File: src/hw/rtl/htfr_pkg.sv
// shared types and constants for the header/tail frame receiver
`timescale 1ns / 1ps
`default_nettype none

package htfr_pkg;

   localparam int MAX_FRAME_DEFAULT = 256;
   localparam int MIN_FRAME_LEN     = 4;
   localparam int BYTE_W            = 8;
   localparam int CSR_INDEX_W       = 1;

   typedef enum logic [CSR_INDEX_W-1:0] {
      CSR_HEADER = 1'b0,
      CSR_TAIL   = 1'b1
   } csr_index_type;

   typedef struct packed {
      logic [BYTE_W-1:0] header_value;
      logic [BYTE_W-1:0] tail_value;
   } csr_regs_type;

   typedef struct packed {
      logic [BYTE_W-1:0] data_byte;
      logic [BYTE_W-1:0] position;
      logic              frame_end;
      logic              checksum_ok;
      logic              overflow_abort;
   } result_type;

endpackage

`default_nettype wire

File: src/hw/rtl/htfr_csr.sv
// configuration registers: header and tail byte values
`timescale 1ns / 1ps
`default_nettype none

module htfr_csr
   import htfr_pkg::*;
(
   input  wire logic                   clock,
   input  wire logic                   reset,
   input  wire logic                   csr_write_en,
   input  wire logic [CSR_INDEX_W-1:0] csr_index,
   input  wire logic [BYTE_W-1:0]      csr_wdata,
   output csr_regs_type                regs
);

   csr_regs_type regs_ff;
   csr_regs_type regs_in;

   always_comb begin
      regs_in = regs_ff;
      if (csr_write_en) begin
         case (csr_index_type'(csr_index))
            CSR_HEADER: regs_in.header_value = csr_wdata;
            CSR_TAIL:   regs_in.tail_value   = csr_wdata;
            default:    regs_in = regs_ff;
         endcase
      end
   end

   always_ff @(posedge clock) begin
      if (reset) begin
         regs_ff.header_value <= 8'd170;
         regs_ff.tail_value   <= 8'd85;
      end else begin
         regs_ff <= regs_in;
      end
   end

   assign regs = regs_ff;

endmodule

`default_nettype wire

File: src/hw/rtl/htfr_frame_track.sv
// frame state: byte count, running xor and last byte, plus the per-beat result
`timescale 1ns / 1ps
`default_nettype none

module htfr_frame_track
   import htfr_pkg::*;
#(
   parameter int MAX_FRAME = MAX_FRAME_DEFAULT
)
(
   input  wire logic              clock,
   input  wire logic              reset,
   input  wire logic              step,
   input  wire logic [BYTE_W-1:0] rx_byte,
   input  csr_regs_type           regs,
   output logic                   has_result,
   output result_type             result
);

   localparam int CNT_W = $clog2(MAX_FRAME);

   logic [CNT_W-1:0]  count_ff;
   logic [CNT_W-1:0]  count_in;
   logic [BYTE_W-1:0] xor_ff;
   logic [BYTE_W-1:0] xor_in;
   logic [BYTE_W-1:0] prev_ff;
   logic [BYTE_W-1:0] prev_in;

   logic [CNT_W:0]          count_next;
   logic [CNT_W+BYTE_W-1:0] pos_wide;
   logic                    idle;
   logic                    closes;
   logic                    fills;

   always_comb begin
      idle       = (count_ff == '0);
      count_next = {1'b0, count_ff} + (CNT_W+1)'(1);
      pos_wide   = {{BYTE_W{1'b0}}, count_ff};
      closes     = (rx_byte == regs.tail_value) &&
                   (count_next >= (CNT_W+1)'(MIN_FRAME_LEN));
      fills      = (count_next >= (CNT_W+1)'(MAX_FRAME));

      has_result            = !idle || (rx_byte == regs.header_value);
      result.data_byte      = rx_byte;
      result.position       = pos_wide[BYTE_W-1:0];
      result.frame_end      = closes;
      result.checksum_ok    = closes && (xor_ff == prev_ff);
      result.overflow_abort = !closes && fills;

      count_in = count_ff;
      xor_in   = xor_ff;
      prev_in  = prev_ff;
      if (step && has_result) begin
         if (closes || fills) begin
            count_in = '0;
            xor_in   = '0;
            prev_in  = '0;
         end else begin
            count_in = count_next[CNT_W-1:0];
            xor_in   = xor_ff ^ prev_ff;
            prev_in  = rx_byte;
         end
      end
   end

   always_ff @(posedge clock) begin
      if (reset) begin
         count_ff <= '0;
         xor_ff   <= '0;
         prev_ff  <= '0;
      end else begin
         count_ff <= count_in;
         xor_ff   <= xor_in;
         prev_ff  <= prev_in;
      end
   end

endmodule

`default_nettype wire

File: src/hw/rtl/header_tail_frame_receiver_core.sv
// top level of the header/tail frame receiver with xor checksum check
//
//   channel | dir | beat                                   | handshake
//   req_    | in  | one received byte (rx_byte)             | req_valid / req_ready
//   rsp_    | out | frame byte, position and end/ok/abort   | rsp_valid / rsp_ready
//   csr_    | in  | header/tail byte write                  | csr_write_en, no wait
//
// one byte per cycle sustained while rsp is not stalled: input register, then compare/count/xor, then result register
// an accepted req byte goes to the input register, then its result to the result register that drives rsp_valid
// bytes outside a frame that are not the header pass through the input register but give no rsp beat
// synchronous reset clears both pipeline valids and the frame state, reloads csr defaults
// a stalled rsp holds the input register; req_ready drops only while both are full
`timescale 1ns / 1ps
`default_nettype none

module header_tail_frame_receiver_core
   import htfr_pkg::*;
#(
   parameter int MAX_FRAME = MAX_FRAME_DEFAULT
)
(
   input  wire logic                   clock,
   input  wire logic                   reset,
   // input byte channel
   input  wire logic                   req_valid,
   output logic                        req_ready,
   input  wire logic [BYTE_W-1:0]      req_rx_byte,
   // result channel
   output logic                        rsp_valid,
   input  wire logic                   rsp_ready,
   output logic [BYTE_W-1:0]           rsp_data_byte,
   output logic [BYTE_W-1:0]           rsp_position,
   output logic                        rsp_frame_end,
   output logic                        rsp_checksum_ok,
   output logic                        rsp_overflow_abort,
   // configuration writes
   input  wire logic                   csr_write_en,
   input  wire logic [CSR_INDEX_W-1:0] csr_index,
   input  wire logic [BYTE_W-1:0]      csr_wdata
);

   csr_regs_type regs;

   // input register
   logic              in_valid_ff;
   logic              in_valid_in;
   logic [BYTE_W-1:0] in_byte_ff;
   logic [BYTE_W-1:0] in_byte_in;

   // result register
   logic       rsp_valid_ff;
   logic       rsp_valid_in;
   result_type rsp_ff;
   result_type rsp_in;

   logic       advance;
   logic       has_result;
   result_type result;

   htfr_csr u_csr (
      .clock        (clock),
      .reset        (reset),
      .csr_write_en (csr_write_en),
      .csr_index    (csr_index),
      .csr_wdata    (csr_wdata),
      .regs         (regs)
   );

   htfr_frame_track #(
      .MAX_FRAME (MAX_FRAME)
   ) u_track (
      .clock      (clock),
      .reset      (reset),
      .step       (advance),
      .rx_byte    (in_byte_ff),
      .regs       (regs),
      .has_result (has_result),
      .result     (result)
   );

   // the held byte moves on when the result slot is free or being emptied
   always_comb begin
      advance   = in_valid_ff && (!rsp_valid_ff || rsp_ready);
      req_ready = !in_valid_ff || advance;

      in_valid_in = in_valid_ff;
      in_byte_in  = in_byte_ff;
      if (req_valid && req_ready) begin
         in_valid_in = 1'b1;
         in_byte_in  = req_rx_byte;
      end else if (advance) begin
         in_valid_in = 1'b0;
      end

      rsp_valid_in = rsp_valid_ff;
      rsp_in       = rsp_ff;
      if (advance) begin
         rsp_valid_in = has_result;
         rsp_in       = result;
      end else if (rsp_ready) begin
         rsp_valid_in = 1'b0;
      end
   end

   always_ff @(posedge clock) begin
      if (reset) begin
         in_valid_ff  <= 1'b0;
         rsp_valid_ff <= 1'b0;
      end else begin
         in_valid_ff  <= in_valid_in;
         rsp_valid_ff <= rsp_valid_in;
      end
   end

   // payload registers, no reset
   always_ff @(posedge clock) begin
      in_byte_ff <= in_byte_in;
      rsp_ff     <= rsp_in;
   end

   assign rsp_valid          = rsp_valid_ff;
   assign rsp_data_byte      = rsp_ff.data_byte;
   assign rsp_position       = rsp_ff.position;
   assign rsp_frame_end      = rsp_ff.frame_end;
   assign rsp_checksum_ok    = rsp_ff.checksum_ok;
   assign rsp_overflow_abort = rsp_ff.overflow_abort;

`ifndef SYNTHESIS
   localparam logic [BYTE_W-1:0] LastPos = BYTE_W'(MAX_FRAME - 1);

   // a closing tail and an overflow abort never share a beat
   a_end_xor_abort: assert property (@(posedge clock) disable iff (reset)
      rsp_valid |-> !(rsp_frame_end && rsp_overflow_abort))
      else $error("frame end and overflow abort on the same beat");

   // checksum status only reported on a closing tail
   a_ok_needs_end: assert property (@(posedge clock) disable iff (reset)
      rsp_valid && rsp_checksum_ok |-> rsp_frame_end)
      else $error("checksum ok without frame end");

   // abort comes only on the byte that fills the frame
   a_abort_pos: assert property (@(posedge clock) disable iff (reset)
      rsp_valid && rsp_overflow_abort |-> rsp_position == LastPos)
      else $error("overflow abort at wrong position");

   // a stalled result must not be overwritten by the pipeline
   a_hold_on_stall: assert property (@(posedge clock) disable iff (reset)
      rsp_valid && !rsp_ready |=> rsp_valid && $stable(rsp_ff))
      else $error("result changed while stalled");
`endif

endmodule

`default_nettype wire
File: config.mk
export PLATFORM = sky130hd
export DESIGN_NAME = header_tail_frame_receiver_core
export DESIGN_NICKNAME = d
export VERILOG_FILES = /design/src/hw/rtl/htfr_pkg.sv /design/src/hw/rtl/htfr_csr.sv /design/src/hw/rtl/htfr_frame_track.sv /design/src/hw/rtl/header_tail_frame_receiver_core.sv
export SDC_FILE = /design/constraint.sdc
export NUM_CORES = 1
export LEC_CHECK = 0
export ABC_AREA = 1
export BUFFER_PORTS_ARGS = -buffer_cell sky130_fd_sc_hd__clkbuf_2
export CAP_MARGIN = 20
export CORE_ASPECT_RATIO = 0.7
export CORE_MARGIN = 1
export CORE_UTILIZATION = 55
export DETAILED_ROUTE_END_ITERATION = 10
export GPL_ROUTABILITY_DRIVEN = 1
export PLACE_DENSITY = 0.78
export SLEW_MARGIN = 20
export SYNTH_ARGS = -nofsm -noshare
export SYNTH_HDL_FRONTEND = slang
export SYNTH_SLANG_ARGS = --single-unit
File: constraint.sdc
create_clock -name clock -period 4.3 [get_ports clock]
set_clock_uncertainty 0.2 [all_clocks]
set_input_delay 0.215 -clock clock [delete_from_list [all_inputs] [get_ports clock]]
set_output_delay 0.215 -clock clock [all_outputs]
set_load 0.02 [all_outputs]
**Yosys cells after proc, flatten, opt, wreduce, memory -nomap -nowiden**

Cells that the tools add are included.

- Flip-flop bits (word level): 69
- Output and inout bits: 21
- Logic and storage cells: 47

- Add/subtract/negate cells: 1
- Order comparisons: 2
- Eq/ne operators: 3
- Multiplexer cells: 7
- Bitwise logic cells: 2
- Reductions and logical operators: 19

Operator list:

| operator | number |
|---|---|
| $eq 8x8->1 | 3 |
| $mux 8 | 3 |
| $add 8x1->9 const B | 1 |
| $ge 9x3->1 const B | 1 |
| $ge 9x9->1 const B | 1 |
| $logic_not 8->1 | 1 |
| $xor 8x8->8 | 1 |
| $logic_and 1x1->1 | 6 |
| $logic_not 1->1 | 4 |
| $logic_or 1x1->1 | 4 |
| $mux 1 | 4 |
| $reduce_and 2->1 | 2 |
| $reduce_bool 2->1 | 2 |
| $not 1->1 | 1 |

**Longest topological paths before layout**

Gate-level depths: netlist of the first run.

- Word-level depth: 6
- Mapped depth: 12
- Mapped depth without buffers: 11

**Hierarchy**

Synthesis of the first run repeated with hierarchy kept, for this count alone.

- Cells, all modules: 346
- Area, all modules: 3095.5 µm²

By module, submodules not included:

| module | times used | cells each | area an instance (µm²) |
|---|---|---|---|
| htfr_frame_track | 1 | 226 | 1572.8 |
| header_tail_frame_receiver_core | 1 | 39 | 904.6 |
| htfr_csr | 1 | 81 | 618.1 |

**Worst setup path after synthesis of the first run**

No wires, ideal clock.

- Path kind: register -> register
- From: register rsp_valid_ff, in the netlist rsp_valid
- To: register u_track.prev_ff[0]
- Setup time: 0.128 ns
- Arrival time: 1.696 ns
- Data required time: 3.972 ns
- Slack: 2.275 ns
- Stages on the path, launching flop included: 8
- Path buffers: 1
- Clock period less this slack: 2.025 ns
- Path through: dfxtp_1 > nand2_1 > nand2_1 > inv_1 > nand2_1 > inv_1 > clkbuf_1 > a21oi_1

- Cells in the longest elaborated chain, start to end: 4

Ends and longest elaborated chain:

| element | RTL line | text |
|---|---|---|
| from (decl) | header_tail_frame_receiver_core.sv:51 | `logic rsp_valid_ff;` |
| from (signal assigned) | header_tail_frame_receiver_core.sv:111 | `rsp_valid_ff <= rsp_valid_in;` |
| $logic_not 1->1 | header_tail_frame_receiver_core.sv:83 | `advance = in_valid_ff && (!rsp_valid_ff \|\| rsp_ready);` |
| $logic_or 1x1->1 | header_tail_frame_receiver_core.sv:83 |  |
| $logic_and 1x1->1 | header_tail_frame_receiver_core.sv:83 |  |
| via advance | header_tail_frame_receiver_core.sv:56 | `logic advance;` |
| $logic_and 1x1->1 | htfr_frame_track.sv:53 | `if (step && has_result) begin` |
| to (signal assigned) | htfr_frame_track.sv:74 | `prev_ff <= prev_in;` |
| to (decl) | htfr_frame_track.sv:26 | `logic [BYTE_W-1:0] prev_ff;` |

The timed path passes the listed nets, and every way through them passes these cells.
A chain may end at the register's enable or synchronous reset.

**Final worst setup path of the first run**

- From: input rsp_ready
- To: register u_track.count_ff[2]

- Cells in the longest elaborated chain, start to end: 3

Ends and longest elaborated chain:

| element | RTL line | text |
|---|---|---|
| from (decl) | header_tail_frame_receiver_core.sv:30 | `input wire logic rsp_ready,` |
| $logic_or 1x1->1 | header_tail_frame_receiver_core.sv:83 |  |
| $logic_and 1x1->1 | header_tail_frame_receiver_core.sv:83 |  |
| via advance | header_tail_frame_receiver_core.sv:56 |  |
| $logic_and 1x1->1 | htfr_frame_track.sv:53 |  |
| to (signal assigned) | htfr_frame_track.sv:72 | `count_ff <= count_in;` |
| to (decl) | htfr_frame_track.sv:22 | `logic [CNT_W-1:0] count_ff;` |

The timed path passes the listed nets, and every way through them passes these cells.

==> results by group, run 1 <==
Floorplan
  – Die height: roughly 64 um
  – Starting density of the core: about three fifths
  – Std-Cell Rows: 21
  – Core area: between 0.004 and 0.005 sq mm
  – Die area: between 0.005 and 0.006 sq mm
  – Die width: about 90 um
  – # IOs: 43

STA
  – Setup TNS: 0 ns
  – Max-slew violations: 0
  – Minimum clock period: a little over 3 ns
  – Slew headroom: between 30% and 40%
  – Worst setup margin: between 1 and 1.5 ns
  – RSZ-0062 raised after global routing: false
  – Fmax: roughly 330 MHz
  – Period utilization: around 70%
  – Hold WS: about 0.15 ns
  – Final setup vio count: 0
  – Worst Tran Pin Value: 1.02 ns
  – Final Hold Vio Count: 0

Routing
  – Via/cell ratio: between 5 and 6
  – Metal3 WL: 449 um
  – Routed Antenna Nets: 0
  – Via count: between 2000 and 2500
  – 1st-pass router iterations: 4
  – WL per Instance: between 10 and 15 um
  – Routed met2 length: between 2000 and 3000 um
  – Metal-1 WL: about 3100 um
  – 1st-iter DRT viols: 164
  – Final Routed Wirelength: between 6000 and 7000 um
  – Top routing layer used: met4
  – DRC: 0

Clock tree
  – Reg clk slew, reported paths: about 0.07 ns
  – Root Driver: clkbuf_8
  – Cts repair resizes: 0
  – Max Root-Sink Buffers: 2
  – Post-CTS setup buffers: 0
  – H-tree depth: 3
  – Num Clock Sinks: 69
  – CTS Hold Bufs: 19
  – CTS tree: yes
  – CTS buffer count: 9
  – Worst skew pair latency: about 0.34 ns

Global route
  – Largest net degree at the start of global routing: 42
  – Initial antenna violation count: 0
  – First-pass GRT wire length: a little over 10000 um
  – Grt ovf: 0
  – Via count of the first global-routing pass: roughly 2100
  – Gr usage total: about a quarter

Power and ir drop
  – P_leak: around 1.6 nW
  – Final Power: approximately 1.9 mW
  – Peak VDD IR: between 0.3 and 0.4 mV
  – Cell Pwr Density: 529 mW/mm^2

Placed design
  – Hpwl dp: between 4000 and 5000 um
  – Placed insts: ~430
  – RD Place Congestion: approximately 0.8
  – Port Buffers: 42
  – Dpl ws: around 1.5 ns

Setup path
  – Required @ worst endpoint: between 4 and 5 ns
  – Crit path DAT: 3.09 ns
  – WS Path Type: primary input to flop
  – Worst Path Max Fanout: between 40 and 50
  – Worst Setup End Kind: flop
  – Crit path launch type: primary input

Synth
  – Syn avg cell area: between 8 and 9 sq um
  – Seq/Total Area, Yosys: a little under three fifths
  – Post-Synthesis Cells: 331
  – Netlist cell types: 27
  – Synth Cell Area: 0.00298 sq mm
  – Post-Syn Nets: approximately 360
  – Post-synthesis register bit count: a little under 70
  – Yosys Warn Count: 0

Outcome
  – Status: finished clean

Final layout
  – FILL cells: slightly above 400
  – Most frequent cells in the layout: 59 x nand2_1, 42 x dfxtp_1, 42 x clkbuf_2
  – Share of layout cells above drive strength 1: 16.2%
  – Most common cell after layout, fill and taps aside: nand2_1
  – Non-filler instance count after layout: between 400 and 500
  – # diodes: 0
  – Synthesis-to-finish area growth: 18.8%
  – # nets final: slightly above 400

Job
  – Maxcap violations: 0

Min path
  – Hold Path Class: primary input to flop
-- logic make-up after synthesis --
family                   synth area share (%)
XOR/XNOR                                 5.88
flip-flops                               55.5
AND/OR/NAND/NOR                          21.0
buffers and inverters                    6.43
AO/OA/AOI/OAI                            10.3
adder cells (fa/ha/maj)                 0.841
-- through the flow --
step	util (%)	cell area, sq um
floorplan	-	2980
global placement	64.0	3190
detailed placement	64.0	3190
CTS	70.8	3540
global route	70.8	3540
finish	70.8	3540
-- sequential cells by signal, summed over array words and instances (netlist names), 8 cells and up --
name	count
u_csr.regs	16
u_track.count_ff	8
rsp_data_byte	8
u_track.xor_ff	8
rsp_position	8
u_track.prev_ff	8
in_byte_ff	8
-- cell usage after synthesis (all sizes together) --
| master | n | share of area [%] |
|---|---|---|
| inv | 29 | 3.7 |
| clkinv | 1 | 0.13 |
| xnor2 | 9 | 2.6 |
| a21oi | 28 | 4.7 |
| nand3b | 2 | 0.50 |
| or2 | 1 | 0.21 |
| dfxtp | 42 | 28 |
| o211ai | 3 | 0.76 |
| nor4 | 2 | 0.42 |
| nor3 | 1 | 0.17 |
| nand3 | 36 | 6.9 |
| xor2 | 11 | 3.2 |
| nor2 | 31 | 4.2 |
| buf | 7 | 1.8 |
| ha | 2 | 0.84 |
| nand2 | 62 | 8.2 |
| clkbuf | 6 | 0.88 |
| nand4 | 2 | 0.42 |
| edfxtp | 27 | 27 |
| o21ai | 29 | 4.9 |
-- cell type report --
cell class              count  area [sq um]  area share [%]
well taps                  69          86.3            2.44
multi-input cells         219          1130            32.1
repair buffers             61           400            11.3
inverters                  30           113            3.18
clock inverters             4          16.3           0.460
clock buffers              12           135            3.82
flip-flops and latches     69          1650            46.7
-- metal layers --
metal,track usage [%],vias up
li1,-,1218
met1,32.7,1102
met2,34.5,80
met3,9.42,9
met4,7.86,0
met5,0,-
-- final timing paths --
kind                                                 start                          endpoint  slack (ns)  depth (start not counted)
worst max-delay path                             rsp_ready  u_track.count_ff[2]$_SDFFE_PP0P_        1.27                         10
worst min-delay path                             csr_index        u_csr.regs[9]$_SDFFE_PP1P_        0.15                          3
worst max register to register      rsp_valid$_SDFFE_PP0P_  u_track.count_ff[2]$_SDFFE_PP0P_        1.46                          7
worst min register to register  u_csr.regs[5]$_SDFFE_PP0P_        u_csr.regs[5]$_SDFFE_PP0P_        0.28                          2
-- power breakdown --
group          leakage (nW)  switching (mW)  internal, mW  total [mW]
Combinational         0.897           0.317         0.214       0.531
Sequential            0.604           0.104         0.813       0.916
Clock                0.0769           0.221         0.203       0.425
-- critical path, cell delays in order --
cell and delay [ns]:
dlygate4sd3_1 0.52, clkbuf_2 0.09, inv_1 0.04, nand2_1 0.06, nand2_1 0.08, inv_1 0.53, nand2_1 0.32, inv_1 0.83
o21ai_0 0.21, a21oi_1 0.17
Power figures use the tool's default switching activity.
==> run 2, diff against run 1 <==
--- a/config.mk
+++ b/config.mk
@@ -10,10 +10,10 @@
 export CAP_MARGIN = 20
 export CORE_ASPECT_RATIO = 0.7
 export CORE_MARGIN = 1
-export CORE_UTILIZATION = 55
+export CORE_UTILIZATION = 51
 export DETAILED_ROUTE_END_ITERATION = 10
 export GPL_ROUTABILITY_DRIVEN = 1
-export PLACE_DENSITY = 0.78
+export PLACE_DENSITY = 0.76
 export SLEW_MARGIN = 20
 export SYNTH_ARGS = -nofsm -noshare
 export SYNTH_HDL_FRONTEND = slang
==> constraint.sdc (replaced) <==
create_clock -name clock -period 2.7 [get_ports clock]
set_clock_uncertainty 0.2 [all_clocks]
set_input_delay 0.135 -clock clock [delete_from_list [all_inputs] [get_ports clock]]
set_output_delay 0.135 -clock clock [all_outputs]
set_load 0.02 [all_outputs]
==> results by group, run 2 (same netlist as run 1, synthesis figures left out) <==
Power and ir drop
  – Final Power: 3.19 mW (+70%)
  – Peak VDD IR: 0.400 mV (+19%)
  – P_leak: 1.63 nW (+3.4%)
  – Cell Pwr Density: 877 mW/mm^2 (+66%)

Min path
  – Hold path start: csr_index
  – Hold Path Class: primary input to flop

Clock tree
  – Reg clk slew, reported paths: 0.07 ns (about the same)
  – CTS tree: yes
  – Root Driver: clkbuf_8
  – CTS buffer count: 9 (unchanged)
  – Max Root-Sink Buffers: 2 (unchanged)
  – Worst skew pair latency: 0.35 ns (about the same)
  – Post-CTS setup buffers: 0 (unchanged)
  – H-tree depth: 3 (unchanged)
  – Num Clock Sinks: 69 (unchanged)

Final layout
  – # diodes: 0 (unchanged)
  – Max reg flops: 16 (unchanged)
  – Most common cell after layout, fill and taps aside: nand2_1
  – Layout Utilization: 67.0% (-3.9 points)
  – Most frequent cells in the layout: 59 x nand2_1, 42 x dfxtp_1, 42 x clkbuf_2
  – # nets final: 419 (+1.2%)
  – Synthesis-to-finish area growth: 22.0%
  – Area of the multi-input gates: 0.00113 sq mm (unchanged)
  – Post-route cell area: 0.00363 sq mm (+2.7%)
  – Share of layout cells above drive strength 1: 18.0% (+1.8 points)
  – FILL cells: 421 (+4.0%)
  – Non-filler instance count after layout: 472 (+1.7%)
  – FF+latch area: 0.00165 sq mm (unchanged)

STA
  – Setup TNS: 0 ns (unchanged)
  – Final setup vio count: 0 (unchanged)
  – Slew headroom: 72.8% (+41 points)
  – Worst Tran Pin Value: 0.404 ns (-0.618 ns)
  – Max-slew violations: 0 (unchanged)
  – RSZ-0062 raised after global routing: false
  – Fmax: 447 MHz
  – Final Hold Vio Count: 0 (unchanged)
  – Period utilization: about 83%
  – Minimum clock period: roughly 2.2 ns

Setup path
  – Cell mode on critical path: nand2_1
  – Worst Path Max Fanout: 26 (-37%)
  – CP Launch Point: u_track.count_ff[0]$_SDFFE_PP0P_
  – Crit path launch type: flop
  – Slowest stage delay, CP: 0.43 ns (-0.40 ns)
  – Worst Setup End Kind: flop
  – WS Path Type: flop to flop
  – CP delay by family, top: simple AND/OR/NAND/NOR gates
  – Reg2reg start: u_track.count_ff[0]$_SDFFE_PP0P_
  – Required @ worst endpoint: 2.78 ns (-1.57 ns)
  – Crit path DAT: 2.31 ns (-0.78 ns)
  – R2R Setup Slk: 0.46 ns (-1.00 ns)
  – CP Buf/Inv Count: 0 (-5)
  – Crit-path cells: ha_1 > nand2_2 > nor2_2 > nand2_1 > nand2_1 > nand2_1 > nor2_2 > nand3_2 > nand2_4 > nand3_1 > a21oi_1
  – CP max-delay cell: dfxtp_1

Floorplan
  – Die area: 0.00615 sq mm (+7.6%)
  – Starting density of the core: 54.9% (-4.7 points)
  – # IOs: 43 (unchanged)
  – Die height: 65.9 um (+3.7%)
  – Core area: 0.00542 sq mm (+8.6%)
  – Die width: 93.3 um (+3.8%)
  – Std-Cell Rows: 22 (+4.8%)

Global route
  – First-pass GRT wire length: 10700 um (+4.4%)
  – Via count of the first global-routing pass: 2209 (+3.6%)
  – Largest net degree at the start of global routing: 42 (unchanged)
  – Gr usage total: 23.2% (-0.67 points)
  – Initial antenna violation count: 0 (unchanged)
  – Grt ovf: 0 (unchanged)

Placed design
  – RD Place Congestion: 0.811 (+1.4%)
  – Port Buffers: 42 (unchanged)
  – Placed insts: 437 (+1.9%)
  – Post-DP Area: 0.00324 sq mm (+1.3%)
  – Hpwl dp: 4180 um (+3.6%)

Routing
  – DRC: 0 (unchanged)
  – 1st-iter DRT viols: 175 (+6.7%)
  – Via count: 2462 (+2.2%)
  – WL per Instance: 13.8 um (+2.6%)
  – 1st-pass router iterations: 5 (+1)
  – Via/cell ratio: 5.22 (+0.47%)
  – Final Routed Wirelength: 6510 um (+4.4%)
  – Routed Antenna Nets: 0 (unchanged)

Outcome
  – Status: finished clean

Job
  – Maxcap violations: 0 (unchanged)
==> run 2: changes by cell type in the layout (fill, tap and decap cells not counted), sizes merged <==
cell	delta
buf	+5
clkbuf	-2
bufinv	+2
==> run 2: area by class of cell <==
cell class,count,area share [%]
Sequential cell,69,45.5
Multi-Input combinational cell,219,31.2
Timing Repair Buffer,66,12.1
Clock buffer,10,3.51
Inverter,30,3.10
Tap cell,72,2.48
Clock inverter,6,2.14
==> run 2: repair_timing <==
action | 4_1_cts | 5_1_grt
hold buffers | 19 | 0
endpoints found under the setup margin | 0 | 0
gates resized for setup | 0 | 0
hold endpoints to repair | 29 | 0
==> run 2: routing by layer <==
| metal | vias up | global-route usage [%] | wire length (um) |
|---|---|---|---|
| met5 | - | 0 | 0 |
| met4 | 0 | 8.08 | 93 |
| met3 | 11 | 7.36 | 410 |
| met2 | 74 | 35.4 | 2940 |
| met1 | 1147 | 31.2 | 3060 |
| li1 | 1230 | - | - |
==> run 2: worst reg2reg max path, delay by kind of cell (launching register included) <==
family / cells / cell delay, ns
AO/OA/AOI/OAI: 1 / 0.16
adder cells (fa/ha/maj): 1 / 0.29
AND/OR/NAND/NOR: 9 / 1.11
flip-flops: 1 / 0.43
==> run 2: report_power, final <==
group	switching, mW	leakage [nW]	internal, mW
sequential	0.160	0.604	1.29
clock	0.378	0.105	0.511
combinational	0.490	0.923	0.354
total	1.03	1.63	2.16
==> run 2: final timing paths <==
path / to / cells past startpoint
worst max-delay path: u_track.prev_ff[0]$_SDFFE_PP0P_ / 11
worst min-delay path: u_csr.regs[13]$_SDFFE_PP1P_ / 5
worst max register to register: u_track.prev_ff[0]$_SDFFE_PP0P_ / 11
worst min register to register: u_csr.regs[8]$_SDFFE_PP0P_ / 2
==> run 2: through the flow <==
step	hold WS (ns)	worst slack (ns)
6_report	0.0636	0.465
5_1_grt	0.0964	0.240
4_1_cts	0.0487	0.461
3_5_place_dp	0.116	0.481
3_3_place_gp	0.112	0.492
2_1_floorplan	0.00407	0.675
